$ cat config.mk
export PLATFORM = sky130hd
export DESIGN_NAME = x86_16bit_instruction_decoder_core_flat
export DESIGN_NICKNAME = d
export VERILOG_FILES = /design/src/rtl/core/x86d_pkg.sv /design/src/rtl/core/x86d_if.sv /design/src/rtl/core/x86_16bit_instruction_decoder_core.sv /design/src/rtl/core/x86d_collect.sv /design/src/rtl/core/x86d_decode.sv /design/src/flat_wrapper.sv
export SDC_FILE = /design/constraint.sdc
export NUM_CORES = 1
export LEC_CHECK = 0
export ABC_AREA = 0
export BUFFER_PORTS_ARGS = -buffer_cell sky130_fd_sc_hd__clkbuf_2
export CORE_MARGIN = 8
export CORE_UTILIZATION = 40
export CTS_BUF_LIST = sky130_fd_sc_hd__clkbuf_8 sky130_fd_sc_hd__clkbuf_16
export DETAILED_ROUTE_END_ITERATION = 6
export GPL_TIMING_DRIVEN = 1
export SYNTH_ARGS = -nofsm -noshare
export SYNTH_HDL_FRONTEND = slang
export SYNTH_SLANG_ARGS = --single-unit
$ cat constraint.sdc
create_clock -name clock -period 14.5 [get_ports clock]
set_input_delay 2.175 -clock clock [delete_from_list [all_inputs] [get_ports clock]]
set_output_delay 2.175 -clock clock [all_outputs]
set_load 0.01 [all_outputs]
$ cat src/rtl/core/x86d_pkg.sv
// ----------------------------------------------------------------------------
// x86d_pkg
// Types, codes and small decode functions shared by the 8086 decoder core.
// ----------------------------------------------------------------------------
package x86d_pkg;

   // Opcode classes of the decoded subset
   typedef enum logic [2:0] {
      CL_NONE,
      CL_REGMEM,
      CL_MOVIMM,
      CL_ACCIMM,
      CL_GROUP,
      CL_JUMP
   } op_class_type;

   // Operand kinds
   typedef enum logic [1:0] {
      OPND_REG,
      OPND_MEM,
      OPND_IMM
   } opnd_kind_type;

   // Record status codes
   typedef enum logic [1:0] {
      ST_OK,
      ST_BAD_OPCODE,
      ST_BAD_EXT,
      ST_TRUNC
   } status_type;

   // What the byte collector hands to the record decoder
   typedef enum logic [1:0] {
      SNAP_DECODE,
      SNAP_BAD_OPCODE,
      SNAP_TRUNC
   } snap_kind_type;

   // Mnemonic codes
   localparam logic [4:0] MN_MOV      = 5'd0;
   localparam logic [4:0] MN_ADD      = 5'd1;
   localparam logic [4:0] MN_SUB      = 5'd2;
   localparam logic [4:0] MN_CMP      = 5'd3;
   localparam logic [4:0] MN_JCC_BASE = 5'd4;
   localparam logic [4:0] MN_LOOP     = 5'd20;
   localparam logic [4:0] MN_LOOPZ    = 5'd21;
   localparam logic [4:0] MN_LOOPNZ   = 5'd22;
   localparam logic [4:0] MN_JCXZ     = 5'd23;

   // Immediate group extensions (reg field of mod-reg-rm)
   localparam logic [2:0] EXT_ADD = 3'd0;
   localparam logic [2:0] EXT_SUB = 3'd5;
   localparam logic [2:0] EXT_CMP = 3'd7;

   // Opcode landmarks
   localparam logic [7:0] OP_MOV_RM_LO = 8'h88;
   localparam logic [7:0] OP_MOV_RM_HI = 8'h8b;
   localparam logic [7:0] OP_MOV_IM_LO = 8'hb0;
   localparam logic [7:0] OP_MOV_IM_HI = 8'hbf;
   localparam logic [7:0] OP_GRP_LO    = 8'h80;
   localparam logic [7:0] OP_GRP_HI    = 8'h83;
   localparam logic [7:0] OP_SUB_BASE  = 8'h28;
   localparam logic [7:0] OP_CMP_BASE  = 8'h38;
   localparam logic [7:0] OP_SUB_ACC   = 8'h2c;
   localparam logic [7:0] OP_CMP_ACC   = 8'h3c;
   localparam logic [7:0] OP_JCC_HI    = 8'h7f;
   localparam logic [7:0] OP_LOOPNZ    = 8'he0;
   localparam logic [7:0] OP_LOOPZ     = 8'he1;
   localparam logic [7:0] OP_LOOP      = 8'he2;
   localparam logic [7:0] OP_JCXZ      = 8'he3;

   localparam logic [1:0] MOD_REG      = 2'd3;
   localparam logic [2:0] RM_DIRECT    = 3'd6;
   localparam logic [3:0] AF_DIRECT    = 4'd8;

   // Snapshot of a finished instruction (or an error) after the last byte
   typedef struct packed {
      snap_kind_type kind;
      logic [7:0]    opcode;
      logic [7:0]    modrm;
      logic [15:0]   disp;
      logic [15:0]   imm;
      logic [2:0]    length;
   } snap_type;

   // One decoded record
   typedef struct packed {
      logic [4:0]         mnemonic;
      logic               wide_op;
      logic [1:0]         operand_total;
      logic [1:0]         dest_kind;
      logic [3:0]         dest_reg;
      logic [1:0]         src_kind;
      logic [3:0]         src_reg;
      logic [3:0]         address_form;
      logic signed [15:0] displacement;
      logic signed [15:0] immediate;
      logic [2:0]         length;
      logic [1:0]         status;
   } record_type;

   function automatic op_class_type op_class(input logic [7:0] op);
      op_class_type cls;
      cls = CL_NONE;
      if ((op >= OP_MOV_RM_LO && op <= OP_MOV_RM_HI) || op <= 8'h03 ||
          (op >= OP_SUB_BASE && op <= OP_SUB_BASE + 8'h03) ||
          (op >= OP_CMP_BASE && op <= OP_CMP_BASE + 8'h03)) begin
         cls = CL_REGMEM;
      end else if (op >= OP_MOV_IM_LO && op <= OP_MOV_IM_HI) begin
         cls = CL_MOVIMM;
      end else if (op == 8'h04 || op == 8'h05 || op == OP_SUB_ACC ||
                   op == OP_SUB_ACC + 8'h01 || op == OP_CMP_ACC ||
                   op == OP_CMP_ACC + 8'h01) begin
         cls = CL_ACCIMM;
      end else if (op >= OP_GRP_LO && op <= OP_GRP_HI) begin
         cls = CL_GROUP;
      end else if ((op >= 8'h70 && op <= OP_JCC_HI) ||
                   (op >= OP_LOOPNZ && op <= OP_JCXZ)) begin
         cls = CL_JUMP;
      end
      return cls;
   endfunction

   function automatic logic has_modrm(input op_class_type cls);
      return (cls == CL_REGMEM) || (cls == CL_GROUP);
   endfunction

   // Displacement bytes that follow a mod-reg-rm byte
   function automatic logic [1:0] disp_len(input logic [7:0] modrm);
      logic [1:0] len;
      unique case (modrm[7:6])
         2'd0:    len = (modrm[2:0] == RM_DIRECT) ? 2'd2 : 2'd0;
         2'd1:    len = 2'd1;
         2'd2:    len = 2'd2;
         default: len = 2'd0;
      endcase
      return len;
   endfunction

   // Immediate bytes of an opcode
   function automatic logic [1:0] imm_len(input logic [7:0] op, input op_class_type cls);
      logic [1:0] len;
      unique case (cls)
         CL_MOVIMM: len = op[3] ? 2'd2 : 2'd1;
         CL_ACCIMM: len = op[0] ? 2'd2 : 2'd1;
         CL_GROUP:  len = (op[0] && !op[1]) ? 2'd2 : 2'd1;
         CL_JUMP:   len = 2'd1;
         default:   len = 2'd0;
      endcase
      return len;
   endfunction

   // Sign-extend a gathered value of 0, 1 or 2 bytes
   function automatic logic [15:0] sext(input logic [15:0] v, input logic [1:0] len);
      logic [15:0] r;
      unique case (len)
         2'd0:    r = 16'h0000;
         2'd1:    r = {{8{v[7]}}, v[7:0]};
         default: r = v;
      endcase
      return r;
   endfunction

endpackage

$ cat src/rtl/core/x86d_if.sv
// ----------------------------------------------------------------------------
// x86d_if
// Valid/ready channels of the decoder: code bytes in, decoded records out.
// ----------------------------------------------------------------------------
interface x86d_req_if;
   logic       valid;
   logic       ready;
   logic [7:0] code_byte;
   logic       stream_end;

   modport source (output valid, output code_byte, output stream_end, input ready);
   modport sink   (input valid, input code_byte, input stream_end, output ready);
endinterface

interface x86d_rsp_if;
   logic               valid;
   logic               ready;
   logic [4:0]         mnemonic;
   logic               wide_op;
   logic [1:0]         operand_total;
   logic [1:0]         dest_kind;
   logic [3:0]         dest_reg;
   logic [1:0]         src_kind;
   logic [3:0]         src_reg;
   logic [3:0]         address_form;
   logic signed [15:0] displacement;
   logic signed [15:0] immediate;
   logic [2:0]         length;
   logic [1:0]         status;

   modport source (output valid, output mnemonic, output wide_op, output operand_total,
                   output dest_kind, output dest_reg, output src_kind, output src_reg,
                   output address_form, output displacement, output immediate,
                   output length, output status, input ready);
   modport sink   (input valid, input mnemonic, input wide_op, input operand_total,
                   input dest_kind, input dest_reg, input src_kind, input src_reg,
                   input address_form, input displacement, input immediate,
                   input length, input status, output ready);
endinterface

$ cat src/rtl/core/x86_16bit_instruction_decoder_core.sv
// ----------------------------------------------------------------------------
// x86_16bit_instruction_decoder_core
// Byte-serial 8086 decoder for mov, add/sub/cmp and the short jumps and loops.
// ----------------------------------------------------------------------------
// Takes one code byte per cycle and sustains that rate while results are
// taken. Each byte passes an input register, then one pass of collect and
// decode logic into the result register, which then offers the record of the
// instruction that the byte completes (or ends).
// Bytes that do not complete an instruction give no record. Unknown opcodes,
// unknown group extensions and stream_end inside an instruction give error
// records; the next byte then starts a new instruction. A stalled result
// holds the result register and the byte waiting in the input register, so
// the core takes at most one more byte until the result is taken.
module x86_16bit_instruction_decoder_core (
   input  logic              clock,
   input  logic              reset,
   x86d_req_if.sink          req_bus,
   x86d_rsp_if.source        rsp_bus
);
   import x86d_pkg::*;

   logic       in_valid_ff;
   logic [7:0] in_byte_ff;
   logic       in_end_ff;
   logic       rsp_valid_ff, rsp_valid_in;
   record_type rsp_rec_ff;
   logic       advance;
   logic       emit;
   snap_type   snap;
   record_type rec;

   // Input stage moves on when the result register can take its outcome
   assign advance       = in_valid_ff && (!rsp_valid_ff || rsp_bus.ready);
   assign req_bus.ready = !in_valid_ff || advance;

   // Input register
   always_ff @(posedge clock) begin
      if (reset) begin
         in_valid_ff <= 1'b0;
      end else if (req_bus.ready) begin
         in_valid_ff <= req_bus.valid;
      end
   end

   always_ff @(posedge clock) begin
      if (req_bus.ready && req_bus.valid) begin
         in_byte_ff <= req_bus.code_byte;
         in_end_ff  <= req_bus.stream_end;
      end
   end

   x86d_collect u_collect (
      .clock      (clock),
      .reset      (reset),
      .step       (advance),
      .code_byte  (in_byte_ff),
      .stream_end (in_end_ff),
      .emit       (emit),
      .snap       (snap)
   );

   x86d_decode u_decode (
      .snap (snap),
      .rec  (rec)
   );

   // Result register
   always_comb begin
      rsp_valid_in = rsp_valid_ff && !rsp_bus.ready;
      if (advance && emit) begin
         rsp_valid_in = 1'b1;
      end
   end

   always_ff @(posedge clock) begin
      if (reset) begin
         rsp_valid_ff <= 1'b0;
      end else begin
         rsp_valid_ff <= rsp_valid_in;
      end
   end

   always_ff @(posedge clock) begin
      if (advance && emit) begin
         rsp_rec_ff <= rec;
      end
   end

   // Result transfer
   assign rsp_bus.valid         = rsp_valid_ff;
   assign rsp_bus.mnemonic      = rsp_rec_ff.mnemonic;
   assign rsp_bus.wide_op       = rsp_rec_ff.wide_op;
   assign rsp_bus.operand_total = rsp_rec_ff.operand_total;
   assign rsp_bus.dest_kind     = rsp_rec_ff.dest_kind;
   assign rsp_bus.dest_reg      = rsp_rec_ff.dest_reg;
   assign rsp_bus.src_kind      = rsp_rec_ff.src_kind;
   assign rsp_bus.src_reg       = rsp_rec_ff.src_reg;
   assign rsp_bus.address_form  = rsp_rec_ff.address_form;
   assign rsp_bus.displacement  = rsp_rec_ff.displacement;
   assign rsp_bus.immediate     = rsp_rec_ff.immediate;
   assign rsp_bus.length        = rsp_rec_ff.length;
   assign rsp_bus.status        = rsp_rec_ff.status;

endmodule

$ cat src/rtl/core/x86d_collect.sv
// ----------------------------------------------------------------------------
// x86d_collect
// Byte collector: holds opcode, mod-reg-rm, displacement and immediate bytes
// and flags the byte that completes an instruction, is unknown or truncates.
// ----------------------------------------------------------------------------
module x86d_collect (
   input  logic               clock,
   input  logic               reset,
   input  logic               step,
   input  logic [7:0]         code_byte,
   input  logic               stream_end,
   output logic               emit,
   output x86d_pkg::snap_type snap
);
   import x86d_pkg::*;

   logic [7:0]  opcode_ff, opcode_in;
   logic [7:0]  modrm_ff, modrm_in;
   logic [2:0]  taken_ff, taken_in;
   logic [2:0]  needed_ff, needed_in;
   logic [15:0] disp_ff, disp_in;
   logic [15:0] imm_ff, imm_in;

   op_class_type cls;
   logic [2:0]   taken_nx;
   logic [2:0]   needed_nx;
   logic [2:0]   k;
   logic [2:0]   dl;
   logic [2:0]   mm;
   logic         bad_op;
   logic         done;

   // Gather this byte into the held fields
   always_comb begin
      opcode_in = opcode_ff;
      modrm_in  = modrm_ff;
      disp_in   = disp_ff;
      imm_in    = imm_ff;
      taken_nx  = taken_ff;
      needed_nx = needed_ff;
      bad_op    = 1'b0;
      k         = 3'd0;
      mm        = 3'd0;
      dl        = 3'd0;
      cls       = op_class(opcode_ff);
      if (taken_ff == 3'd0) begin
         cls       = op_class(code_byte);
         opcode_in = code_byte;
         modrm_in  = 8'h00;
         disp_in   = 16'h0000;
         imm_in    = 16'h0000;
         if (cls == CL_NONE) begin
            bad_op = 1'b1;
         end else begin
            taken_nx  = 3'd1;
            needed_nx = has_modrm(cls) ? 3'd0 : 3'd1 + {1'b0, imm_len(code_byte, cls)};
         end
      end else begin
         if (has_modrm(cls) && taken_ff == 3'd1) begin
            modrm_in  = code_byte;
            needed_nx = 3'd2 + {1'b0, disp_len(code_byte)} + {1'b0, imm_len(opcode_ff, cls)};
         end else begin
            mm = has_modrm(cls) ? 3'd1 : 3'd0;
            dl = has_modrm(cls) ? {1'b0, disp_len(modrm_ff)} : 3'd0;
            if (taken_ff >= 3'd1 + mm) begin
               k = taken_ff - 3'd1 - mm;
               if (k < dl) begin
                  if (k == 3'd0) disp_in[7:0]  = code_byte;
                  else           disp_in[15:8] = code_byte;
               end else if (k - dl < 3'd2) begin
                  if (k == dl)   imm_in[7:0]   = code_byte;
                  else           imm_in[15:8]  = code_byte;
               end
            end
         end
         taken_nx = taken_ff + 3'd1;
      end
   end

   // Completion, truncation and the state that follows
   always_comb begin
      done     = (needed_nx != 3'd0) && (taken_nx >= needed_nx);
      emit     = bad_op || done || stream_end;
      taken_in = taken_nx;
      needed_in = needed_nx;
      if (done || stream_end) begin
         taken_in  = 3'd0;
         needed_in = 3'd0;
      end
      snap.opcode = opcode_in;
      snap.modrm  = modrm_in;
      snap.disp   = disp_in;
      snap.imm    = imm_in;
      snap.length = taken_nx;
      if (bad_op) begin
         snap.kind   = SNAP_BAD_OPCODE;
         snap.length = 3'd1;
      end else if (done) begin
         snap.kind = SNAP_DECODE;
      end else begin
         snap.kind = SNAP_TRUNC;
      end
   end

   // State registers
   always_ff @(posedge clock) begin
      if (reset) begin
         opcode_ff <= 8'h00;
         modrm_ff  <= 8'h00;
         taken_ff  <= 3'd0;
         needed_ff <= 3'd0;
         disp_ff   <= 16'h0000;
         imm_ff    <= 16'h0000;
      end else if (step) begin
         opcode_ff <= opcode_in;
         modrm_ff  <= modrm_in;
         taken_ff  <= taken_in;
         needed_ff <= needed_in;
         disp_ff   <= disp_in;
         imm_ff    <= imm_in;
      end
   end

endmodule

$ cat src/rtl/core/x86d_decode.sv
// ----------------------------------------------------------------------------
// x86d_decode
// Turns a snapshot of a completed instruction or an error into one decoded record.
// ----------------------------------------------------------------------------
module x86d_decode (
   input  x86d_pkg::snap_type   snap,
   output x86d_pkg::record_type rec
);
   import x86d_pkg::*;

   op_class_type cls;
   logic [7:0]   op;
   logic [7:0]   m;
   logic         w;
   logic [1:0]   rk;
   logic [3:0]   rr;
   logic [3:0]   af;
   logic [15:0]  disp;
   logic [3:0]   reg_fld;
   logic         bad_ext;

   always_comb begin
      op      = snap.opcode;
      m       = snap.modrm;
      cls     = op_class(op);
      w       = op[0];
      reg_fld = {w, m[5:3]};
      bad_ext = 1'b0;

      // r/m operand
      rk   = OPND_REG;
      rr   = 4'd0;
      af   = 4'd0;
      disp = 16'h0000;
      if (has_modrm(cls)) begin
         if (m[7:6] == MOD_REG) begin
            rr = {w, m[2:0]};
         end else begin
            rk   = OPND_MEM;
            af   = (m[7:6] == 2'd0 && m[2:0] == RM_DIRECT) ? AF_DIRECT : {1'b0, m[2:0]};
            disp = sext(snap.disp, disp_len(m));
         end
      end

      rec               = '0;
      rec.wide_op       = w;
      rec.operand_total = 2'd2;
      rec.address_form  = af;
      rec.displacement  = disp;
      rec.immediate     = sext(snap.imm, imm_len(op, cls));
      rec.length        = snap.length;
      rec.status        = ST_OK;

      // Per-class operands
      unique case (cls)
         CL_REGMEM: begin
            rec.mnemonic = (op >= OP_MOV_RM_LO) ? MN_MOV :
                           (op >= OP_CMP_BASE)  ? MN_CMP :
                           (op >= OP_SUB_BASE)  ? MN_SUB : MN_ADD;
            if (op[1]) begin
               rec.dest_kind = OPND_REG;
               rec.dest_reg  = reg_fld;
               rec.src_kind  = rk;
               rec.src_reg   = rr;
            end else begin
               rec.dest_kind = rk;
               rec.dest_reg  = rr;
               rec.src_kind  = OPND_REG;
               rec.src_reg   = reg_fld;
            end
         end
         CL_MOVIMM: begin
            rec.mnemonic  = MN_MOV;
            rec.wide_op   = op[3];
            rec.dest_kind = OPND_REG;
            rec.dest_reg  = {op[3], op[2:0]};
            rec.src_kind  = OPND_IMM;
         end
         CL_ACCIMM: begin
            rec.mnemonic  = (op >= OP_CMP_ACC) ? MN_CMP :
                            (op >= OP_SUB_ACC) ? MN_SUB : MN_ADD;
            rec.dest_kind = OPND_REG;
            rec.dest_reg  = {w, 3'd0};
            rec.src_kind  = OPND_IMM;
         end
         CL_GROUP: begin
            rec.dest_kind = rk;
            rec.dest_reg  = rr;
            rec.src_kind  = OPND_IMM;
            if (m[5:3] == EXT_ADD)      rec.mnemonic = MN_ADD;
            else if (m[5:3] == EXT_SUB) rec.mnemonic = MN_SUB;
            else if (m[5:3] == EXT_CMP) rec.mnemonic = MN_CMP;
            else                        bad_ext = 1'b1;
         end
         default: begin
            // short jumps and loops
            rec.wide_op       = 1'b0;
            rec.operand_total = 2'd1;
            rec.dest_kind     = OPND_IMM;
            if (op <= OP_JCC_HI)     rec.mnemonic = MN_JCC_BASE + {1'b0, op[3:0]};
            else if (op == OP_LOOP)  rec.mnemonic = MN_LOOP;
            else if (op == OP_LOOPZ) rec.mnemonic = MN_LOOPZ;
            else if (op == OP_LOOPNZ) rec.mnemonic = MN_LOOPNZ;
            else                     rec.mnemonic = MN_JCXZ;
         end
      endcase

      // Error records carry only length and status
      if (snap.kind != SNAP_DECODE || bad_ext) begin
         rec        = '0;
         rec.length = snap.length;
         rec.status = (snap.kind == SNAP_BAD_OPCODE) ? ST_BAD_OPCODE :
                      (snap.kind == SNAP_TRUNC)      ? ST_TRUNC : ST_BAD_EXT;
      end
   end

endmodule
$ cat src/flat_wrapper.sv
// flat-port wrapper written by rule: the top's interface ports become plain ports
module x86_16bit_instruction_decoder_core_flat import x86d_pkg::*;
  (clock, reset, req_bus_valid, req_bus_code_byte, req_bus_stream_end, req_bus_ready, rsp_bus_valid, rsp_bus_mnemonic, rsp_bus_wide_op, rsp_bus_operand_total, rsp_bus_dest_kind, rsp_bus_dest_reg, rsp_bus_src_kind, rsp_bus_src_reg, rsp_bus_address_form, rsp_bus_displacement, rsp_bus_immediate, rsp_bus_length, rsp_bus_status, rsp_bus_ready);
  x86d_req_if req_bus_i ();
  x86d_rsp_if rsp_bus_i ();
  input  logic clock;
  input  logic reset;
  input wire logic [$bits(req_bus_i.valid)-1:0] req_bus_valid;
  input wire logic [$bits(req_bus_i.code_byte)-1:0] req_bus_code_byte;
  input wire logic [$bits(req_bus_i.stream_end)-1:0] req_bus_stream_end;
  output wire logic [$bits(req_bus_i.ready)-1:0] req_bus_ready;
  output wire logic [$bits(rsp_bus_i.valid)-1:0] rsp_bus_valid;
  output wire logic [$bits(rsp_bus_i.mnemonic)-1:0] rsp_bus_mnemonic;
  output wire logic [$bits(rsp_bus_i.wide_op)-1:0] rsp_bus_wide_op;
  output wire logic [$bits(rsp_bus_i.operand_total)-1:0] rsp_bus_operand_total;
  output wire logic [$bits(rsp_bus_i.dest_kind)-1:0] rsp_bus_dest_kind;
  output wire logic [$bits(rsp_bus_i.dest_reg)-1:0] rsp_bus_dest_reg;
  output wire logic [$bits(rsp_bus_i.src_kind)-1:0] rsp_bus_src_kind;
  output wire logic [$bits(rsp_bus_i.src_reg)-1:0] rsp_bus_src_reg;
  output wire logic [$bits(rsp_bus_i.address_form)-1:0] rsp_bus_address_form;
  output wire logic [$bits(rsp_bus_i.displacement)-1:0] rsp_bus_displacement;
  output wire logic [$bits(rsp_bus_i.immediate)-1:0] rsp_bus_immediate;
  output wire logic [$bits(rsp_bus_i.length)-1:0] rsp_bus_length;
  output wire logic [$bits(rsp_bus_i.status)-1:0] rsp_bus_status;
  input wire logic [$bits(rsp_bus_i.ready)-1:0] rsp_bus_ready;
  assign req_bus_i.valid = req_bus_valid;
  assign req_bus_i.code_byte = req_bus_code_byte;
  assign req_bus_i.stream_end = req_bus_stream_end;
  assign req_bus_ready = req_bus_i.ready;
  assign rsp_bus_valid = rsp_bus_i.valid;
  assign rsp_bus_mnemonic = rsp_bus_i.mnemonic;
  assign rsp_bus_wide_op = rsp_bus_i.wide_op;
  assign rsp_bus_operand_total = rsp_bus_i.operand_total;
  assign rsp_bus_dest_kind = rsp_bus_i.dest_kind;
  assign rsp_bus_dest_reg = rsp_bus_i.dest_reg;
  assign rsp_bus_src_kind = rsp_bus_i.src_kind;
  assign rsp_bus_src_reg = rsp_bus_i.src_reg;
  assign rsp_bus_address_form = rsp_bus_i.address_form;
  assign rsp_bus_displacement = rsp_bus_i.displacement;
  assign rsp_bus_immediate = rsp_bus_i.immediate;
  assign rsp_bus_length = rsp_bus_i.length;
  assign rsp_bus_status = rsp_bus_i.status;
  assign rsp_bus_i.ready = rsp_bus_ready;
  x86_16bit_instruction_decoder_core u_core (.clock(clock), .reset(reset), .req_bus(req_bus_i), .rsp_bus(rsp_bus_i));
endmodule
# [Yosys cells after proc, flatten, opt, wreduce, memory -nomap -nowiden]
# Index checks and enable logic that the tools add are counted.
# Widths: inputs -> output; s select.
[op_classes] n_reduce_logical=91 n_eq_ne=54 n_mux=107 order_cmp=51 bitwise=3 add_sub_neg=9
[ops] cell="$mux 16" n=9
[ops] cell="$eq 8x6->1 const B" n=12
[ops] cell="$ge 8x8->1 const B" n=12
[ops] cell="$le 8x8->1 const B" n=12
[ops] cell="$mux 3" n=25
[ops] cell="$mux 2" n=35
[ops] cell="$ge 8x6->1 const B" n=8
[ops] cell="$pmux 16 s2" n=2
[ops] cell="$mux 8" n=7
[ops] cell="$eq 8x3->1 const B" n=6
[ops] cell="$le 8x6->1 const B" n=6
[ops] cell="$logic_or 1x1->1" n=36
[ops] cell="$eq 3x3->1 const B" n=11
[ops] cell="$logic_and 1x1->1" n=31
[ops] cell="$eq 8x8->1 const B" n=3
[ops] cell="$ge 8x7->1 const B" n=3
[ops] cell="$le 8x2->1 const B" n=3
[ops] cell="$le 8x7->1 const B" n=3
[ops] cell="$pmux 2 s3" n=4
[ops] cell="$pmux 2 s4" n=3
[ops] cell="$pmux 6 s4" n=1
[ops] cell="$pmux 5 s4" n=1
[ops] cell="$eq 3x2->1 const B" n=6
[ops] cell="$mux 5" n=3
[ops] cell="30 further kinds" n=73
[totals] out_inout_bits=63 reg_bits=126 wordCells=339

# [Logic depth before layout (Yosys ltp)]
# Gate-level depths: netlist of run 1.
[logic_depth] ltp_word=26 mapped_depth=23 mapped_depth_nobuf=19

# [Modules after synthesis]
# A second synthesis of run 1 with hierarchy kept.
[hier_totals] hier_cells=749 area_unflattened_um2=7230.7
[by_module_without_submodules] module="x86d_collect" area_per_inst_um2=3667.3 cells_each=465 n_inst=1 seq_area_each_um2=1081.0
[by_module_without_submodules] module="x86_16bit_instruction_decoder_core" area_per_inst_um2=2208.4 cells_each=81 n_inst=1 seq_area_each_um2=2142.1
[by_module_without_submodules] module="x86d_decode" area_per_inst_um2=1355.0 cells_each=203 n_inst=1 seq_area_each_um2=0.0

# [Least setup slack after synthesis of run 1]
# No wires, ideal clock.
[synth_path] kind="register to register" start="reg u_core.u_collect.opcode_ff[3]" end="reg u_core.rsp_rec_ff, in the netlist u_core.rsp_bus.address_form[0], enable pin" stages_incl_launch_ff=19 setup_slack_ns=7.922 t_required_ns=14.020 setup_time_ns=0.480 arrival_time_ns=6.098 path_cell_list="dfxtp_1 clkbuf_1 or3_1 o31ai_1 a21oi_1 or2_2 ha_1 inv_1 ha_1 mux2_2 a222oi_1 ha_1 a21o_1 a21o_1 inv_1 a31oi_1 buf_6 nor3_1 nor2_1"
[synth_between] elab_chain_cells=21 elab_cells_between_ends=62 cone_classes="add/sub: 1; order compare: 16; eq/ne: 11; mux: 11; reduce/logical: 23"
[synth_rtl] item="from (decl)" line_no="x86d_collect.sv:17" rtl="logic [7:0] opcode_ff, opcode_in;"
[synth_rtl] item="from (signal assigned)" line_no="x86d_collect.sv:115" rtl="opcode_ff <= opcode_in;"
[synth_rtl] item="parallel branches: the longest is 14 deep, another holds $ge 8x7->1"
[synth_rtl] item="$mux 3 *" line_no="x86d_collect.sv:59" rtl="if (has_modrm(cls) && taken_ff == 3'd1) begin"
[synth_rtl] item="$mux 3 *" line_no="x86d_collect.sv:46" rtl="if (taken_ff == 3'd0) begin"
[synth_rtl] item="$ge 3x3->1 / $reduce_bool 3->1 (equally long branches)" line_no="x86d_collect.sv:82" rtl="done = (needed_nx != 3'd0) && (taken_nx >= needed_nx);"
[synth_rtl] item="$logic_and 1x1->1 *" line_no="x86d_collect.sv:82"
[synth_rtl] item="$logic_or 1x1->1 * (2 in a row)" line_no="x86d_collect.sv:83" rtl="emit = bad_op || done || stream_end;"
[synth_rtl] item="$logic_and 1x1->1 *" line_no="x86_16bit_instruction_decoder_core.sv:84" rtl="if (advance && emit) begin"
[synth_rtl] item="to (signal assigned)" line_no="x86_16bit_instruction_decoder_core.sv:85" rtl="rsp_rec_ff <= rec;"
[synth_rtl] item="to (decl)" line_no="x86_16bit_instruction_decoder_core.sv:26" rtl="record_type rsp_rec_ff;"
# Every way passes the cells marked *. The select of a mux whose other input is x is not followed.
# A chain may end at the register's enable or synchronous reset.

==> results of run 1 <==
worst max path at each step:
stage / startpoint / cells past startpoint / slack [ns] / end
floorplan: u_core.u_collect.opcode_ff[3] / 18 / 7.92 / u_core.rsp_bus.address_form[0]
global placement: u_core.u_collect.taken_ff[0] / 15 / 9.17 / u_core.rsp_bus.mnemonic[2]
detailed placement: u_core.u_collect.taken_ff[0] / 13 / 9.03 / u_core.rsp_bus.displacement[4]
CTS: u_core.u_collect.taken_ff[0] / 13 / 9.01 / u_core.rsp_bus.displacement[4]
global route: u_core.u_collect.taken_ff[0] / 13 / 8.35 / u_core.rsp_bus.displacement[3]
finish: u_core.u_collect.taken_ff[0] / 13 / 8.94 / u_core.rsp_bus.displacement[4]
cell type report:
cell class,instances,area [µm²],area share [%]
multi-input combinational,559,3510,43.5
inverter,21,78.8,0.978
sequential,126,3220,40.0
tap,225,282,3.49
clock buffer,17,425,5.28
timing repair buffer,85,450,5.59
clock inverter,15,92.6,1.15
cells in the mapped netlist (all sizes together) (3+ instances only):
cell type,number
and2,6
xnor2,4
or2,3
nand3,14
o31ai,4
or3,41
a211oi,10
a222oi,5
a31oi,13
edfxtp,70
and3,9
nand2,76
nor3,16
nor2b,7
inv,21
a21o,4
a22oi,21
nand4b,3
nor4b,3
nor2,74
ha,21
buf,21
o21ai,33
a21boi,5
mux2i,37
nand2b,9
a21oi,82
mux2,9
clkbuf,41
nor3b,13
dfxtp,56
per-layer routing:
metal / wire length (µm) / share of wire [%] / up-vias
li1: - / - / 2889
met1: 9010 / 47 / 2787
met2: 8570 / 44 / 212
met3: 1350 / 7.0 / 28
met4: 377 / 2.0 / 0
met5: 0 / 0 / -
worst reg2reg max path, delay by kind of cell, from the launching register on:
family          cells  cell delay [ns]
buf+inv             3             0.75
simple gates        5             2.68
flops               1             0.37
mux                 1             0.67
compound gates      2             0.38
fa+ha+maj           2             0.52
stage by stage:
stage | util (%) | setup slack [ns]
6_report | 46.6 | 8.94
5_1_grt | 46.6 | 8.35
4_1_cts | 46.6 | 9.01
3_5_place_dp | 43.6 | 9.03
3_3_place_gp | 43.6 | 9.17
2_1_floorplan | - | 7.92
report_power, final:
part	internal, mW	switching [mW]
clock network	0.228	0.153
registers	0.389	0.0161
logic	0.0300	0.0582
kinds of logic (layout without fill, tap and decap cells):
group | count (synthesis) | count (layout) | share of synthesized area, %
buf+inv | 83 | 138 | 5.01
xor+xnor | 6 | 6 | 0.743
mux | 46 | 46 | 6.73
compound gates | 196 | 196 | 17.0
flops | 126 | 126 | 45.6
simple gates | 289 | 289 | 20.9
fa+ha+maj | 22 | 22 | 4.00
==> metrics.md, run 1 <==
| Metric | Value |
|---|---|
| Number of inserted diodes | 0 |
| CP max FO | 46 |
| Clock period minus worst slack | 5.56 ns |
| Terminus of the critical flop-to-flop path | u_core.rsp_bus.displacement[4] |
| Number of global-route vias before repair | roughly 5,700 |
| Design Power | 0.874 mW |
| Count of final setup violators | 0 |
| Crit path largest cell delay | 0.75 ns |
| Reg2reg start | u_core.u_collect.taken_ff[0] |
| Antenna Nets Post-Route | 0 |
| Sum of negative setup slack | 0 ns |
| Area growth from synthesis to layout | 14.1% |
| Final instance area | 8060 µm² |
| Floorplan die area | 22,200 µm² |
| Number of nets in the final layout | 845 |
| Initial core utilization | 40.9% |
| Biggest area consumer among synthesized cells | edfxtp_1 |
| Die boundary height | 149 µm |
| EDFF count, synth | 70 |
| Mean post-synth cell area | 9.20 µm² |
| Global-route wire length before repair | 30,900 µm |
| Final Slew Violations | 0 |
| Clock edge transition at the registers on the reported setup and hold paths | about 0.060 ns |
| Clk buf depth | 2 |
| Fraction of synthesized cell area taken by the top area cell type | 29.7% |
| Worst-case hold slack | 0.452 ns |
| TritonCTS clock tree | built |
| Met3 global-route usage | roughly 4.5% |
| Number of antenna violations at the first check in global routing | 0 |
| Iteration-0 DRC count of the detailed router | 541 |
| Quantity of I/O buffers inserted on ports | 75 |
| GRT Resource Usage Total | roughly 18% |
| CP Cell Sequence | inv_1 > ha_1 > nor2b_4 > buf_4 > mux2i_1 > inv_1 > ha_1 > a21boi_0 > nor3b_1 > nor2_1 > a21boi_1 > nand4_1 > nor3b_1 |
| Core area | roughly 17,000 µm² |
| Syn Std Cell Area | 7070 µm² |
| Gate Count Post-Synth | 768 |
| Startpoint class of the critical path | flip-flop |
| Transition time at the pin with the least slew margin | roughly 1.1 ns |
| Met1 capacity usage during global routing | 23.7% |
| Drt wl/cell | approximately 18 µm |
| Number of clock sinks | around 130 |
| Detailed-route wire length | 19,300 µm |
| Critical path buffers and inverters | 3 |
| Endpoint of the worst hold path | u_core.u_collect.imm_ff[11] |
| Count of placed standard cells in the final layout, fillers left out | 1,048 |
| Most used routing layer | met2 |
| Nature of the critical path endpoint | flip-flop |
| Number of distinct standard cells referenced by the synthesized netlist | 68 |
| Unrepaired setup endpoints after global routing | false |
| Number of cell instances on the worst register-to-register path | 13 |
| Maximum number of pins on one net before global-route repair | 58 |
| Fraction of layout cells with a size suffix above 1 | between 15 and 20% |
| Global placer's final weighted congestion | 0.870 |
| Post-cts repair resize count | 0 |
| Endpoint required time on the critical path | 14.74 ns |
| Peak supply drop | 80.7 µV |
| Leading register cell type out of synthesis | edfxtp_1 |
| Met2 track utilization from global routing | 27.1% |
| CTS H-tree lvls | 4 |
| # hold bufs at CTS | 0 |
| Asr flop ratio synth | 0% |
| Register-to-Register Setup Slack | 8.94 ns |
| Routed via count divided by cell count | 5.65 |
| Hold crit path type | reg -> reg |
| Fillcell total | 1,680 |
| Power density relative to cell area | around 110 nW/µm² |
| Number of core rows | 48 |
| Worst clock skew | 0.00939 ns |
| Hold Violations, Final | 0 |
| Outcome | complete, no violations |
| Placed Cells | 1,016 |
| Mapped Nets | 803 |
| Post-synthesis sequential area ratio | 45.6% |
| DP Wirelength | 12,800 µm |
| Total overflow reported by the global router | 0 |
| DRC violations left | 0 |
| Total CTS buffers | 17 |
| Final worst path period share | 38.3% |
| Most used cells in the layout excluding fill and tap cells | a21oi_1, nand2_1, clkbuf_2 |
| Worst slew margin relative to its limit | 24.5% |
| Top-Level Pins | 76 |
| Die width | roughly 150 µm |
| Area of placed instances | 7540 µm² |
| Largest cells by area after synthesis | edfxtp_1, dfxtp_1, a21oi_1 |
| Synth Warn # | 0 |
| Vias post-DR | 5,916 |
| Buffers inserted by post-CTS timing repair | 0 |
| Hold Path Origin | u_core.u_collect.imm_ff[11] |
| Slowest stage cell on the critical path | nand4_1 |
| Number of synthesized register bits | 126 |
| Count of TritonRoute iterations in the first routing pass | 7 |
| Source-to-sink clock delay at the later pin of the worst-skew pair | 0.43 ns |
| Max-capacitance violation count | 0 |
| Critical path type | reg -> reg |
| Max frequency | about 0.18 GHz |
| CTS Root Cell | clkbuf_16 |
| Arrival time of data at the critical path endpoint | between 5 and 6 ns |
| CP delay by family, top | simple AND/OR/NAND/NOR gates |
| Hold Path Stages | 2 |
| Leakage component of the power | just over 3 nW |
| Most common cell after layout, fill and taps aside | a21oi_1 |
(Power assumes the default switching activity.)
==> run 2: changes to the inputs <==
clock period = 4.7 ns   (was 14.5 ns; I/O delays follow)
==> run 2 against run 1 <==
Fmax increased by 24%. Final cell count rose by 2.8%. Utilization is 2.1 points higher. Global-route usage increased by 0.49 points. First-iteration DRC count is 10% lower. Sequential power grew to 3.1 times the previous value. Clock power increased to 3.4 times the previous value. Worst hold slack gained 0.0045 ns. Via count rose by 3.9%. Total power rose to 3.3 times the previous value. Critical path type unchanged. Critical endpoint is now u_core.rsp_bus.immediate[10].
==> metrics.md, run 2 (same netlist as run 1, synthesis figures left out) <==
| Metric | Value |
|---|---|
| Count of final setup violators | 0 (unchanged) |
| Fraction of layout cells with a size suffix above 1 | 20.7% (+4.7 points) |
| Unrepaired setup endpoints after global routing | false |
| GRT Resource Usage Total | 18.3% (+0.49 points) |
| Worst slew margin relative to its limit | 43.8% (+19 points) |
| Clock edge transition at the registers on the reported setup and hold paths | 0.06 ns (about the same) |
| Final worst path period share | 95.2% (+57 points) |
| Die boundary height | 149 µm (unchanged) |
| DRC violations left | 0 (unchanged) |
| Iteration-0 DRC count of the detailed router | 485 (-10%) |
| CP max FO | 20 (-57%) |
| Hold crit path type | reg -> reg |
| Worst clock skew | 0.00639 ns (-0.00300 ns) |
| Antenna Nets Post-Route | 0 (unchanged) |
| Number of cell instances on the worst register-to-register path | 15 (+2) |
| Nature of the critical path endpoint | flip-flop |
| Die width | 149 µm (unchanged) |
| Area growth from synthesis to layout | 19.2% |
| Worst setup timing slack at the placement stage | 0.178 ns (-8.85 ns) |
| Drt wl/cell | 18.6 µm (+0.87%) |
| Startpoint class of the critical path | flip-flop |
| Hold Violations, Final | 0 (unchanged) |
| Transition time at the pin with the least slew margin | 0.843 ns (-0.290 ns) |
| Clk buf depth | 2 (unchanged) |
| Total overflow reported by the global router | 0 (unchanged) |
| Floorplan die area | 22,200 µm² (unchanged) |
| Top-Level Pins | 76 (unchanged) |
| Core area | 17,300 µm² (unchanged) |
| Critical path type | reg -> reg |
| Max frequency | 0.223 GHz (+24%) |
| Sum of negative setup slack | 0 ns (unchanged) |
| TritonCTS clock tree | built |
| Source-to-sink clock delay at the later pin of the worst-skew pair | 0.42 ns (about the same) |
| Maximum number of pins on one net before global-route repair | 58 (unchanged) |
| Number of core rows | 48 (unchanged) |
| Endpoint required time on the critical path | 4.95 ns (-9.79 ns) |
| Hold Path Stages | 2 (unchanged) |
| Count of TritonRoute iterations in the first routing pass | 5 (-2) |
| Most used cells in the layout excluding fill and tap cells | a21oi_1, nand2_1, clkbuf_2 |
| Fillcell total | 1,652 (-1.7%) |
| Global-route wire length before repair | 32,100 µm (+4.0%) |
| Vias post-DR | 6,148 (+3.9%) |
| Global placer's final weighted congestion | 0.885 (+1.7%) |
| Routed via count divided by cell count | 5.71 (+1.1%) |
| Leakage component of the power | 3.20 nW (+5.4%) |
| Most common cell after layout, fill and taps aside | a21oi_1 |
| Number of inserted diodes | 0 (unchanged) |
| Number of global-route vias before repair | 6,004 (+6.2%) |
| Detailed-route wire length | 20,000 µm (+3.7%) |
| CTS Root Cell | clkbuf_16 |
| Number of antenna violations at the first check in global routing | 0 (unchanged) |
| Clock period minus worst slack | 4.48 ns (-1.08 ns) |
| CTS H-tree lvls | 4 (unchanged) |
| Peak supply drop | 253 µV (+210%) |
| Max-capacitance violation count | 0 (unchanged) |
| Power density relative to cell area | 337 nW/µm² (+210%) |
| Quantity of I/O buffers inserted on ports | 75 (unchanged) |
| Arrival time of data at the critical path endpoint | 4.73 ns (-1.07 ns) |
| Final Slew Violations | 0 (unchanged) |
| Worst Setup Slack, final | 0.223 ns (-8.72 ns) |
| DP Wirelength | 14,200 µm (+11%) |
| Number of nets in the final layout | 874 (+3.4%) |
| Total CTS buffers | 17 (unchanged) |
| Number of clock sinks | 126 (unchanged) |
| Initial core utilization | 40.9% (unchanged) |
| Outcome | complete, no violations |
-- run 2: cell count changes in the layout (fill, tap and decap cells not counted), moves of 2 or more --
cell	change
buf_4	+28
inv_1	-5
clkinv_1	-3
clkinv_2	-3
clkinv_4	+3
ha_1	-3
inv_4	+3
dfxtp_1	-2
dfxtp_2	+2
ha_4	+2
-- run 2: cell type report --
class | count | area, µm² | area share [%]
repair buffers | 114 | 681 | 8.08
flip-flops and latches | 126 | 3230 | 38.3
clock inverters | 14 | 143 | 1.69
multi-input cells | 559 | 3570 | 42.4
well taps | 225 | 282 | 3.34
inverters | 21 | 78.8 | 0.936
clock buffers | 18 | 439 | 5.21
-- run 2: power breakdown --
group	switching [mW]	internal [mW]
logic	0.203	0.115
clock network	0.494	0.793
registers	0.0377	1.20
total	0.735	2.11
-- run 2: worst paths after layout --
check                                                  start                            to  slack [ns]
worst min register to register  u_core.u_collect.disp_ff[11]  u_core.u_collect.disp_ff[11]        0.46
worst min-delay path            u_core.u_collect.disp_ff[11]  u_core.u_collect.disp_ff[11]        0.46
worst max-delay path                    u_core.in_byte_ff[7]  u_core.rsp_bus.immediate[10]        0.22
worst max register to register          u_core.in_byte_ff[7]  u_core.rsp_bus.immediate[10]        0.22
-- run 2: per-stage QoR --
step                      utilization, %  instance area [µm²]  power [mW]  std cells  hold WS (ns)
after floorplan                        -                 7150        1.45        768         0.433
after global routing                48.7                 8420        2.95       1077         0.449
final                               48.7                 8420        2.84       1077         0.456
after global placement              45.2                 7820        1.56       1043         0.441
after CTS                           48.6                 8400        2.86       1075         0.438
after detailed placement            45.2                 7820        1.57       1043         0.447
-- run 2: critical path: stages (launching register included) --
cell and delay, ns:
edfxtp_1 0.89, and4b_1 0.29, a31oi_1 0.32, a21oi_1 0.12, nor3_1 0.27, inv_1 0.08
ha_1 0.31, a222oi_1 0.43, ha_2 0.29, a21o_1 0.08, a21o_1 0.12, inv_1 0.07
a31oi_4 0.29, buf_4 0.20, nand3_2 0.28, a21oi_1 0.26
-- run 2: layer usage --
layer | part of all wire (%) | global-route usage, % | vias up | wire length [µm]
met4 | 3.1 | 8.33 | 0 | 616
met2 | 44 | 27.9 | 265 | 8830
li1 | - | - | 2951 | -
met5 | 0 | 0 | - | 0
met1 | 45 | 23.9 | 2885 | 9000
met3 | 7.8 | 4.73 | 47 | 1570
-- run 2: repair_timing --
item / in CTS / in global routing
hold buffers: 0 / 0
setup buffers: 0 / 2
gates resized for setup: 0 / 2
setup endpoints to repair: 0 / 113
==> run 3: changes to the inputs <==
--- a/config.mk
+++ b/config.mk
@@ -14,2 +14,3 @@
 export GPL_TIMING_DRIVEN = 1
+export RECOVER_POWER = 25
 export SYNTH_ARGS = -nofsm -noshare
--- a/constraint.sdc
+++ b/constraint.sdc
@@ -3,2 +3,2 @@
 set_output_delay 0.705 -clock clock [all_outputs]
-set_load 0.01 [all_outputs]
+set_load 0.05 [all_outputs]
==> run 3 against run 2 <==
The flow now finishes with violations (DRC, capacitance limit, slew limit). Non-clock buffer count stayed put. Clock power about the same. Clock-buffer cell count is the same. First-iteration DRC count grew 3.1%. Flip-flop and latch count unchanged. Worst setup slack better by 0.0022 ns. Critical path depth is the same. Wire length barely moved. Critical path type unchanged. Largest cell class unchanged. Largest power group unchanged.
==> metrics.md, run 3 (same netlist as run 1, synthesis figures left out) <==
| Metric | Value |
|---|---|
| Detailed-route wire length | 20,000 µm (about the same) |
| Hold Violations, Final | 0 (unchanged) |
| CTS Root Cell | clkbuf_16 |
| Source-to-sink clock delay at the later pin of the worst-skew pair | 0.42 ns (about the same) |
| Number of inserted diodes | 0 (unchanged) |
| Leakage component of the power | 3.06 nW (-4.3%) |
| Number of core rows | 48 (unchanged) |
| Drt wl/cell | 18.6 µm (about the same) |
| Startpoint class of the critical path | flip-flop |
| Vias post-DR | 6,151 (+0.049%) |
| Peak supply drop | 252 µV (-0.18%) |
| Design Power | 2.90 mW (+2.2%) |
| Max frequency | 0.223 GHz (about the same) |
| Area growth from synthesis to layout | 18.3% |
| Final worst path period share | 95.2% (about the same) |
| # hold bufs at CTS | 0 (unchanged) |
| Count of final setup violators | 0 (unchanged) |
| DP Wirelength | 14,200 µm (unchanged) |
| Transition time at the pin with the least slew margin | 2.69 ns (+1.85 ns) |
| Power density relative to cell area | 347 nW/µm² (+2.9%) |
| Failing checks | DRC, capacitance limit, slew limit |
| Global placer's final weighted congestion | 0.885 (unchanged) |
| Most common cell after layout, fill and taps aside | a21oi_1 |
| Quantity of I/O buffers inserted on ports | 75 (unchanged) |
| Fraction of layout cells with a size suffix above 1 | 15.3% (-5.4 points) |
| GRT Resource Usage Total | 18.3% (unchanged) |
| Clock period minus worst slack | 4.47 ns (-0.00218 ns) |
| Number of clock sinks | 126 (unchanged) |
| Max-capacitance violation count | 1 (+1) |
| Worst-case hold slack | 0.456 ns (-0.000274 ns) |
| Final instance area | 8360 µm² (-0.70%) |
| Die boundary height | 149 µm (unchanged) |
| Antenna Nets Post-Route | 0 (unchanged) |
| Endpoint required time on the critical path | 4.95 ns (about the same) |
| Worst setup timing slack at the placement stage | 0.178 ns (unchanged) |
| Die width | 149 µm (unchanged) |
| Sum of negative setup slack | 0 ns (unchanged) |
| Total CTS buffers | 17 (unchanged) |
| Routed via count divided by cell count | 5.71 (about the same) |
| Iteration-0 DRC count of the detailed router | 500 (+3.1%) |
| Core area | 17,300 µm² (unchanged) |
| Number of global-route vias before repair | 6,004 (unchanged) |
| Worst slew margin relative to its limit | -79.4% (-120 points) |
| DRC violations left | 2 (+2) |
| CP max FO | 20 (unchanged) |
| Unrepaired setup endpoints after global routing | false |
| Initial core utilization | 40.9% (unchanged) |
| Floorplan die area | 22,200 µm² (unchanged) |
| Clock edge transition at the registers on the reported setup and hold paths | 0.06 ns (about the same) |
| Number of antenna violations at the first check in global routing | 0 (unchanged) |
| CTS H-tree lvls | 4 (unchanged) |
| Maximum number of pins on one net before global-route repair | 58 (unchanged) |
| Met2 track utilization from global routing | 27.9% (unchanged) |
| TritonCTS clock tree | built |
| Nature of the critical path endpoint | flip-flop |
| Hold crit path type | reg -> reg |
| Global-route wire length before repair | 32,100 µm (unchanged) |
| Most used routing layer | met2 |
| Worst Setup Slack, final | 0.226 ns (+0.00218 ns) |
| Number of nets in the final layout | 874 (unchanged) |
| Worst clock skew | 0.00757 ns (+0.00118 ns) |
| Area of placed instances | 7820 µm² (unchanged) |
| Met3 global-route usage | 4.73% (unchanged) |
| Most used cells in the layout excluding fill and tap cells | a21oi_1, nand2_1, nor2_1 |
| Clk buf depth | 2 (unchanged) |
| Arrival time of data at the critical path endpoint | 4.73 ns (about the same) |
| Outcome | finished with violations |
| Top-Level Pins | 76 (unchanged) |
| Met1 capacity usage during global routing | 23.9% (unchanged) |
| Final Slew Violations | 58 (+58) |
| Total overflow reported by the global router | 0 (unchanged) |
| Critical path type | reg -> reg |
| Count of TritonRoute iterations in the first routing pass | 7 (+2) |
run 3: final cells by class:
type / instances / area [µm²]
fillers: 1675 / 8930
multi-input cells: 559 / 3570
flip-flops and latches: 126 / 3230
repair buffers: 114 / 622
clock buffers: 18 / 439
well taps: 225 / 282
clock inverters: 14 / 143
inverters: 21 / 78.8
run 3: final timing paths:
check	from	end	slack (ns)	depth (start not counted)
setup / recovery	u_core.in_byte_ff[7]	u_core.rsp_bus.immediate[10]	0.23	15
setup reg to reg	u_core.in_byte_ff[7]	u_core.rsp_bus.immediate[10]	0.23	15
hold / removal	u_core.u_collect.disp_ff[14]	u_core.u_collect.disp_ff[14]	0.46	2
hold reg to reg	u_core.u_collect.disp_ff[14]	u_core.u_collect.disp_ff[14]	0.46	2
run 3: power breakdown:
group | total [mW] | leakage [nW] | switching, mW | internal, mW
logic | 0.380 | 1.64 | 0.269 | 0.111
registers | 1.24 | 1.13 | 0.0374 | 1.20
clock network | 1.29 | 0.289 | 0.495 | 0.793
total | 2.90 | 3.06 | 0.801 | 2.10
run 3: critical path, stage by stage (launching register included):
cell      delay (ns)
edfxtp_1        0.88
and4b_1         0.29
a31oi_1         0.32
a21oi_1         0.13
nor3_1          0.28
inv_1           0.08
ha_1            0.31
a222oi_1        0.44
ha_2            0.29
a21o_1          0.08
a21o_1          0.12
inv_1           0.07
a31oi_4         0.29
buf_4           0.20
nand3_2         0.28
a21oi_1         0.26
run 3: layer usage:
metal,vias up,share of wire (%)
met2,268,44
li1,2951,-
met4,0,3.0
met3,41,8.2
met1,2891,44
met5,-,0
run 3: timing repair:
item                       in CTS  in global routing
setup endpoints to repair       0                113
resized for setup               0                  2
buffers inserted                0                  2
run 3: per-stage QoR:
step                      utilization, %  cells
final                               48.4   1077
after global placement              45.2   1043
after CTS                           48.6   1075
after floorplan                        -    768
after global routing                48.4   1077
after detailed placement            45.2   1043
